[src/design/glob_path_or_name_matcher_top_defines.svh]
// Assertion macros shared by the glob path or name matcher.
`ifndef GLOB_PATH_OR_NAME_MATCHER_TOP_DEFINES_SVH
`define GLOB_PATH_OR_NAME_MATCHER_TOP_DEFINES_SVH

// The consequent must hold in the same cycle as the antecedent.
`define GPM_ASSERT_IMP(lbl, ante, cons, msg) \
    lbl: assert property (@(posedge i_clk) disable iff (!i_rst_n) (ante) |-> (cons)) \
        else $error(msg);

// The consequent must hold in the cycle after the antecedent.
`define GPM_ASSERT_NXT(lbl, ante, cons, msg) \
    lbl: assert property (@(posedge i_clk) disable iff (!i_rst_n) (ante) |=> (cons)) \
        else $error(msg);

`endif

[src/design/gpm_pkg.sv]
// Package with the types, constants and functions of the glob path or name matcher.
package gpm_pkg;

    localparam int PATTERN_MAX = 16;
    localparam int POS_W       = PATTERN_MAX + 1;
    localparam int LEN_W       = $clog2(PATTERN_MAX + 1);
    localparam int PLEN_W      = 5;
    localparam int CFG_IDX_W   = 2;
    localparam int CFG_DATA_W  = 64;
    localparam int BYTE_W      = 8;

    localparam logic [BYTE_W-1:0] STAR_BYTE      = 8'h2A;
    localparam logic [BYTE_W-1:0] ANY_BYTE       = 8'h3F;
    localparam logic [BYTE_W-1:0] SLASH_BYTE     = 8'h2F;
    localparam logic [BYTE_W-1:0] BACKSLASH_BYTE = 8'h5C;

    typedef enum logic [CFG_IDX_W-1:0] {
        REG_PATTERN_HEAD   = 2'd0,
        REG_PATTERN_TAIL   = 2'd1,
        REG_PATTERN_LENGTH = 2'd2
    } t_reg_idx;

    typedef logic [POS_W-1:0]       t_pos;
    typedef logic [PATTERN_MAX-1:0] t_mask;
    typedef logic [BYTE_W-1:0]      t_byte;

    typedef struct packed {
        t_mask                        active;
        t_mask                        star;
        t_mask                        wild;
        t_byte [PATTERN_MAX-1:0]      bytes;
        t_pos                         start;
        logic [LEN_W-1:0]             len;
    } t_pat;

    // Position j is reached when some set position k at or before it is followed
    // only by star bytes up to j.
    function automatic t_pos close_stars(t_pos set, t_mask star);
        t_pos r;
        logic run;
        r = '0;
        for (int j = 0; j < POS_W; j++) begin
            for (int k = 0; k <= j; k++) begin
                run = set[k];
                for (int m = k; m < j; m++) begin
                    run = run & star[m];
                end
                r[j] = r[j] | run;
            end
        end
        return r;
    endfunction

endpackage

[src/design/gpm_if.sv]
// Channel interfaces for configuration writes, path bytes and match results.
interface gpm_cfg_if;
    import gpm_pkg::*;
    logic                  valid;
    logic                  ready;
    logic [CFG_IDX_W-1:0]  index;
    logic [CFG_DATA_W-1:0] data;
    modport source (output valid, output index, output data, input ready);
    modport sink (input valid, input index, input data, output ready);
endinterface

interface gpm_item_if;
    logic       valid;
    logic       ready;
    logic [7:0] char_code;
    logic       last_char;
    logic       empty_string;
    modport source (output valid, output char_code, output last_char, output empty_string,
                    input ready);
    modport sink (input valid, input char_code, input last_char, input empty_string,
                  output ready);
endinterface

interface gpm_result_if;
    logic valid;
    logic ready;
    logic path_match;
    logic name_match;
    logic any_match;
    modport source (output valid, output path_match, output name_match, output any_match,
                    input ready);
    modport sink (input valid, input path_match, input name_match, input any_match,
                  output ready);
endinterface

[src/design/gpm_cfg.sv]
// Pattern registers and their decode into per-position match flags.
module gpm_cfg import gpm_pkg::*; (
    input  logic        i_clk,
    input  logic        i_rst_n,
    gpm_cfg_if.sink     i_cfg,
    output t_pat        o_pat
);

    logic [CFG_DATA_W-1:0]   r_head;
    logic [CFG_DATA_W-1:0]   r_tail;
    logic [PLEN_W-1:0]       r_len;
    logic [2*CFG_DATA_W-1:0] w_all;
    logic [LEN_W-1:0]        w_len;
    t_pat                    w_pat;

    assign i_cfg.ready = 1'b1;

    always_ff @(posedge i_clk) begin
        if (!i_rst_n) begin
            r_head <= '0;
            r_tail <= '0;
            r_len  <= '0;
        end else if (i_cfg.valid) begin
            unique case (t_reg_idx'(i_cfg.index))
                REG_PATTERN_HEAD:   r_head <= i_cfg.data;
                REG_PATTERN_TAIL:   r_tail <= i_cfg.data;
                REG_PATTERN_LENGTH: r_len  <= i_cfg.data[PLEN_W-1:0];
                default: ;
            endcase
        end
    end

    assign w_all = {r_tail, r_head};
    assign w_len = (r_len > PLEN_W'(PATTERN_MAX)) ? LEN_W'(PATTERN_MAX) : LEN_W'(r_len);

    always_comb begin
        w_pat = '0;
        w_pat.len = w_len;
        for (int i = 0; i < PATTERN_MAX; i++) begin
            w_pat.bytes[i]  = w_all[BYTE_W*i +: BYTE_W];
            w_pat.active[i] = LEN_W'(i) < w_len;
            w_pat.star[i]   = w_pat.active[i] && (w_pat.bytes[i] == STAR_BYTE);
            w_pat.wild[i]   = w_pat.active[i] && (w_pat.bytes[i] == ANY_BYTE);
        end
        w_pat.start = close_stars(POS_W'(1), w_pat.star);
    end

    assign o_pat = w_pat;

endmodule

[src/design/gpm_auto.sv]
// One step of the position-set automaton for a single path byte.
module gpm_auto import gpm_pkg::*; (
    input  t_pos  i_set,
    input  t_byte i_char,
    input  t_pat  i_pat,
    output t_pos  o_set
);

    t_pos w_nxt;

    always_comb begin
        w_nxt = '0;
        for (int i = 0; i < PATTERN_MAX; i++) begin
            if (i_set[i] && i_pat.star[i]) begin
                w_nxt[i] = 1'b1;
            end
            if (i_set[i] && i_pat.active[i] && !i_pat.star[i] &&
                (i_pat.wild[i] || (i_pat.bytes[i] == i_char))) begin
                w_nxt[i+1] = 1'b1;
            end
        end
    end

    assign o_set = close_stars(w_nxt, i_pat.star);

endmodule

[src/design/glob_path_or_name_matcher_top.sv]
// The result register loads when the input register consumes the last path byte, which
// waits while an earlier result is not yet taken; the result transaction follows from it.
// Throughput: one path byte per cycle unless a held result stalls it; the position-set
// update of both automata is combinational from the input register to the result register.
// Reset (synchronous, active low) clears the pattern registers, the in-path flag
// and both valid flags, so the block starts with an empty pattern and no path open.
`include "glob_path_or_name_matcher_top_defines.svh"

module glob_path_or_name_matcher_top import gpm_pkg::*; (
    input  logic          i_clk,
    input  logic          i_rst_n,
    gpm_cfg_if.sink       i_cfg,
    gpm_item_if.sink      i_item,
    gpm_result_if.source  o_result
);

    t_pat  w_pat;
    logic  r_in_valid;
    t_byte r_in_char;
    logic  r_in_last;
    logic  r_in_empty;
    logic  r_inside;
    t_pos  r_path;
    t_pos  r_name;
    logic  r_out_valid;
    logic  r_out_pm;
    logic  r_out_nm;
    logic  r_out_any;

    t_pos  w_base_path;
    t_pos  w_base_name;
    t_pos  w_adv_path;
    t_pos  w_adv_name;
    t_pos  w_new_name;
    logic  w_sep;
    logic  w_res_item;
    logic  w_out_free;
    logic  w_consume;
    logic  w_accept;
    logic  w_pm;
    logic  w_nm;

    gpm_cfg u_cfg (
        .i_clk   (i_clk),
        .i_rst_n (i_rst_n),
        .i_cfg   (i_cfg),
        .o_pat   (w_pat)
    );

    assign w_base_path = r_inside ? r_path : w_pat.start;
    assign w_base_name = r_inside ? r_name : w_pat.start;

    gpm_auto u_auto_path (
        .i_set  (w_base_path),
        .i_char (r_in_char),
        .i_pat  (w_pat),
        .o_set  (w_adv_path)
    );

    gpm_auto u_auto_name (
        .i_set  (w_base_name),
        .i_char (r_in_char),
        .i_pat  (w_pat),
        .o_set  (w_adv_name)
    );

    assign w_sep      = (r_in_char == SLASH_BYTE) || (r_in_char == BACKSLASH_BYTE);
    assign w_new_name = w_sep ? w_pat.start : w_adv_name;
    assign w_pm       = r_in_empty ? w_pat.start[w_pat.len] : w_adv_path[w_pat.len];
    assign w_nm       = r_in_empty ? w_pat.start[w_pat.len] : w_new_name[w_pat.len];

    assign w_res_item  = r_in_empty || r_in_last;
    assign w_out_free  = !r_out_valid || o_result.ready;
    assign w_consume   = r_in_valid && (!w_res_item || w_out_free);
    assign i_item.ready = !r_in_valid || w_consume;
    assign w_accept    = i_item.valid && i_item.ready;

    always_ff @(posedge i_clk) begin
        if (!i_rst_n) begin
            r_in_valid  <= 1'b0;
            r_inside    <= 1'b0;
            r_out_valid <= 1'b0;
        end else begin
            if (i_item.ready) begin
                r_in_valid <= i_item.valid;
            end
            if (w_consume) begin
                r_inside <= !w_res_item;
            end
            if (w_consume && w_res_item) begin
                r_out_valid <= 1'b1;
            end else if (o_result.ready) begin
                r_out_valid <= 1'b0;
            end
        end
    end

    always_ff @(posedge i_clk) begin
        if (w_accept) begin
            r_in_char  <= i_item.char_code;
            r_in_last  <= i_item.last_char;
            r_in_empty <= i_item.empty_string;
        end
        if (w_consume && !r_in_empty) begin
            r_path <= w_adv_path;
            r_name <= w_new_name;
        end
        if (w_consume && w_res_item) begin
            r_out_pm  <= w_pm;
            r_out_nm  <= w_nm;
            r_out_any <= w_pm || w_nm;
        end
    end

    assign o_result.valid      = r_out_valid;
    assign o_result.path_match = r_out_pm;
    assign o_result.name_match = r_out_nm;
    assign o_result.any_match  = r_out_any;

    `GPM_ASSERT_IMP(a_any_is_or, r_out_valid, r_out_any == (r_out_pm || r_out_nm), "any_match is not the OR of both matches")
    `GPM_ASSERT_NXT(a_end_closes_path, w_consume && w_res_item, !r_inside && r_out_valid, "path end did not close the path and post a result")
    `GPM_ASSERT_NXT(a_byte_opens_path, w_consume && !w_res_item, r_inside, "path byte did not leave the path open")
    `GPM_ASSERT_IMP(a_stall_needs_item, !i_item.ready, r_in_valid && r_out_valid && !o_result.ready, "input stalled without a blocked result")

endmodule

[src/flat_wrapper.sv]
// flat-port wrapper written by rule: the top's interface ports become plain ports
module glob_path_or_name_matcher_top_flat import gpm_pkg::*;
  (i_clk, i_rst_n, i_cfg_valid, i_cfg_index, i_cfg_data, i_cfg_ready, i_item_valid, i_item_char_code, i_item_last_char, i_item_empty_string, i_item_ready, o_result_valid, o_result_path_match, o_result_name_match, o_result_any_match, o_result_ready);
  gpm_cfg_if i_cfg_i ();
  gpm_item_if i_item_i ();
  gpm_result_if o_result_i ();
  input  logic i_clk;
  input  logic i_rst_n;
  input wire logic [$bits(i_cfg_i.valid)-1:0] i_cfg_valid;
  input wire logic [$bits(i_cfg_i.index)-1:0] i_cfg_index;
  input wire logic [$bits(i_cfg_i.data)-1:0] i_cfg_data;
  output wire logic [$bits(i_cfg_i.ready)-1:0] i_cfg_ready;
  input wire logic [$bits(i_item_i.valid)-1:0] i_item_valid;
  input wire logic [$bits(i_item_i.char_code)-1:0] i_item_char_code;
  input wire logic [$bits(i_item_i.last_char)-1:0] i_item_last_char;
  input wire logic [$bits(i_item_i.empty_string)-1:0] i_item_empty_string;
  output wire logic [$bits(i_item_i.ready)-1:0] i_item_ready;
  output wire logic [$bits(o_result_i.valid)-1:0] o_result_valid;
  output wire logic [$bits(o_result_i.path_match)-1:0] o_result_path_match;
  output wire logic [$bits(o_result_i.name_match)-1:0] o_result_name_match;
  output wire logic [$bits(o_result_i.any_match)-1:0] o_result_any_match;
  input wire logic [$bits(o_result_i.ready)-1:0] o_result_ready;
  assign i_cfg_i.valid = i_cfg_valid;
  assign i_cfg_i.index = i_cfg_index;
  assign i_cfg_i.data = i_cfg_data;
  assign i_cfg_ready = i_cfg_i.ready;
  assign i_item_i.valid = i_item_valid;
  assign i_item_i.char_code = i_item_char_code;
  assign i_item_i.last_char = i_item_last_char;
  assign i_item_i.empty_string = i_item_empty_string;
  assign i_item_ready = i_item_i.ready;
  assign o_result_valid = o_result_i.valid;
  assign o_result_path_match = o_result_i.path_match;
  assign o_result_name_match = o_result_i.name_match;
  assign o_result_any_match = o_result_i.any_match;
  assign o_result_i.ready = o_result_ready;
  glob_path_or_name_matcher_top u_core (.i_clk(i_clk), .i_rst_n(i_rst_n), .i_cfg(i_cfg_i), .i_item(i_item_i), .o_result(o_result_i));
endmodule
[config.mk]
export PLATFORM = sky130hd
export DESIGN_NAME = glob_path_or_name_matcher_top_flat
export DESIGN_NICKNAME = d
export VERILOG_FILES = /design/src/design/gpm_pkg.sv /design/src/design/gpm_if.sv /design/src/design/gpm_cfg.sv /design/src/design/gpm_auto.sv /design/src/design/glob_path_or_name_matcher_top.sv /design/src/flat_wrapper.sv
export VERILOG_INCLUDE_DIRS = /design/src /design/src/design
export SDC_FILE = /design/constraint.sdc
export NUM_CORES = 1
export LEC_CHECK = 0
export BUFFER_PORTS_ARGS = -buffer_cell sky130_fd_sc_hd__clkbuf_2
export CAP_MARGIN = 5
export CELL_PAD_IN_SITES_DETAIL_PLACEMENT = 1
export CELL_PAD_IN_SITES_GLOBAL_PLACEMENT = 2
export CORE_UTILIZATION = 40
export DETAILED_ROUTE_END_ITERATION = 6
export PLACE_DENSITY_LB_ADDON = 0.1
export REMOVE_ABC_BUFFERS = 1
export SETUP_SLACK_MARGIN = 0.05
export SLEW_MARGIN = 20
export SYNTH_ARGS = -nofsm -noshare
export SYNTH_HDL_FRONTEND = slang
export SYNTH_SLANG_ARGS = --single-unit
export TNS_END_PERCENT = 1
[constraint.sdc]
create_clock -name i_clk -period 6.59 [get_ports i_clk]
set_input_delay 1.318 -clock i_clk [delete_from_list [all_inputs] [get_ports i_clk]]
set_output_delay 1.318 -clock i_clk [all_outputs]
set_load 0.005 [all_outputs]
==> impl_results.md <==
* Post-CTS setup buffers at 0
* CTS tree: yes
* CP arrival at ~5500 ps
* Clk buf depth at 2
* Count of input and output buffers at between 80 and 90
* Worst slew margin at 0.280
* Final Total Pwr at between 2 and 3 mW
* RSZ-0062 raised after global routing: no
* Starting Density at 0.412
* GR Layer Usage met2 at 0.492
* Wire per inst at between 20 and 25 um
* Antenna Violating Nets Remaining at 0
* Max VDD drop at roughly 0.25 mV
* TNS Setup at 0 ps
* Vias in the first global route at between 10000 and 15000
* Largest net degree at the start of global routing at 92
* PwrDens at ~190 nW/um2
* Post-synth EDFFs at 45
* NumNets Final at about 1600
* Core Box Area at between 20000 and 30000 um2
* Die width at 175 um
* Fin crit period at about 5300 ps
* Grt met3 use at 0.0453
* First DRT Iteration DRCs at between 900 and 1000
* Clk root buf: clkbuf_16
* CTS Sinks at around 180
* Initial antenna violation count at 0
* Yosys reg bits at 181
* Mapped Area at ~12000 um2
* Busiest layer in global routing: met2
* Post-Syn Instances at roughly 1500
* Routed WL at roughly 47 mm
* Met1 GRT Util at 0.432
* Post-route clock period utilization at 0.811
* Leak at approximately 4.3 nW
* DPL Wire Length at roughly 35 mm
* Chip height at 175 um
* Vias/cell at around 6.0
* Synth async-reset ratio at 0
* Commonest register cell after synthesis: dfxtp_1
* Die footprint at a little over 30000 um2
* Final Hold Vio Count at 0
* Vias at 11600
* Yosys Warn Count at 0
* Final setup vio count at 0
* Pins Over Slew Limit at 0
* Clk_lat worst skew at 450 ps
* Drt pass-1 iters at 5
* Syn Area/Cell at just under 8 um2
* First-pass GRT wire length at between 70 and 80 mm
* Register area share after synthesis at 0.340
* Fillers at approximately 3600
* Ports at between 80 and 90
* Post-cts sizing count at 0
* Remaining DRCs at 0
* Clock transition at path regs at roughly 70 ps
* Distinct cell type count after synthesis at 100
* Antenna diodes at 0
* Area growth from synthesis to layout at 10.4%
* Startpoint Class: flip-flop
* Max FO, Critical Path at 15
* Post-CTS Hold Fix Bufs at 0
* Critical path type: reg2reg
* Share of layout cells above drive strength 1 at 0.128
* Worst slew pin tran at between 1000 and 1500 ps
* Fmax at about 190 MHz
* # rows at 62
* GRT Total Usage at 0.309
* CTS HTree Levels at 4
* TritonCTS buffer count at 17
* Status: complete, no violations
* Routability congestion estimate at between 0.9 and 1
* Critical Path RT at 6790 ps
* Maxcap violations at 0
* Worst Clk Skew at roughly 9 ps
* Type of the worst min-delay path: reg2reg
* Congestion Overflow GR at 0
* Crit. End Element: flip-flop
[registers in the layout (all words and copies together) (netlist names), 5 cells and up]
name / cells
u_core.r_path: 16
u_core.u_cfg.r_len: 5
u_core.u_cfg.r_tail: 64
u_core.r_name: 16
u_core.r_in_char: 8
u_core.u_cfg.r_head: 64
[placed cells by master (no fill, tap or decap), drive strengths merged, types with 15 or more instances in the layout]
cell,n
a21boi,133
a21oi,62
and3,15
buf,34
clkbuf,103
dfxtp,136
edfxtp,45
inv,17
nand2,350
nand3,27
nand4,45
nor2,79
nor3,36
nor4,18
o21ai,59
or3,19
xnor2,120
[synthesized netlist by cell type, types with 5 or more instances]
cell	count	area share
nand2_1	349	0.11
dfxtp_1	136	0.23
a21boi_0	132	0.083
xnor2_1	120	0.088
nor2_1	78	0.024
a21oi_1	61	0.026
clkbuf_1	57	0.018
o21ai_0	56	0.023
edfxtp_1	45	0.11
nand4_1	45	0.024
nor3_1	36	0.015
nand3_1	27	0.011
nor4_1	17	0.0089
or3_1	17	0.0089
inv_1	15	0.0047
a31oi_1	14	0.0073
buf_2	13	0.0054
o21a_1	13	0.0082
and3_1	12	0.0063
buf_1	12	0.0038
nor2b_1	12	0.0063
a21o_1	11	0.0069
or4_1	11	0.0069
o22ai_1	10	0.0052
or2_2	10	0.0052
and2_1	9	0.0047
clkbuf_8	9	0.010
a211oi_1	8	0.0050
nand2b_1	8	0.0042
nand4b_1	8	0.0059
xor2_1	8	0.0059
mux2i_1	7	0.0059
nor3b_1	7	0.0044
o31ai_1	7	0.0044
nand3b_1	5	0.0031
o2111ai_1	5	0.0037
o211ai_1	5	0.0031
o31a_1	5	0.0037
[through the flow]
stage	util	instances	hold WS (ps)	cell area (um2)	setup slack [ps]
5_1_grt	0.454	1952	520	13200	1050
2_1_floorplan	-	1418	464	11500	1490
3_3_place_gp	0.435	1920	477	12600	1600
3_5_place_dp	0.435	1920	487	12600	1550
6_report	0.454	1952	496	13200	1240
4_1_cts	0.454	1952	496	13200	1520
[worst paths after layout]
check	slack, ps	endpoint	cells after the start	startpoint
setup / recovery	1240	u_core.o_result.name_match	14	u_core.u_cfg.r_len[2]
hold / removal	500	u_core.u_cfg.r_tail[62]	2	u_core.u_cfg.r_tail[62]
setup reg to reg	1240	u_core.o_result.name_match	14	u_core.u_cfg.r_len[2]
hold reg to reg	500	u_core.u_cfg.r_tail[62]	2	u_core.u_cfg.r_tail[62]
[report_power, final]
| group | switching [mW] | internal (mW) |
|---|---|---|
| registers | 0.0546 | 1.17 |
| clock network | 0.476 | 0.557 |
| logic | 0.164 | 0.117 |
| total | 0.694 | 1.85 |
[per-layer routing]
| layer | vias to the layer above | wire (um) |
|---|---|---|
| li1 | 5486 | - |
| met3 | 47 | 2310 |
| met1 | 5788 | 22100 |
| met2 | 317 | 21400 |
| met4 | 0 | 942 |
| met5 | - | 0 |
[cell families (layout without fill, tap and decap cells)]
| family | count (synthesis) | in the layout | synth area share |
|---|---|---|---|
| flops | 181 | 181 | 0.340 |
| compound gates | 397 | 397 | 0.235 |
| buf+inv | 113 | 166 | 0.0474 |
| simple gates | 688 | 688 | 0.277 |
| xor+xnor | 128 | 128 | 0.0936 |
| mux | 7 | 7 | 0.00585 |
| other cells | 1 | 1 | 0.000313 |
[final cells by class]
type / instances / area (um2) / area share
Clock buffer: 19 / 433 / 0.0328
Clock inverter: 13 / 133 / 0.0100
Inverter: 16 / 60.1 / 0.00454
Multi-Input combinational cell: 1221 / 7360 / 0.557
Sequential cell: 181 / 4070 / 0.308
Tap cell: 384 / 480 / 0.0364
Timing Repair Buffer: 118 / 676 / 0.0511
[critical path: stages (launching register included)]
cell	delay, ps
dfxtp_1	470
buf_4	280
nor4_1	330
or4_1	400
nor2_1	180
nand3_1	450
o21ai_0	360
a21boi_0	210
a211o_1	320
a221oi_1	440
a2111oi_0	110
a2111oi_0	820
o311ai_1	250
a21oi_1	330
a21oi_1	110
(Power assumes the default switching activity.)
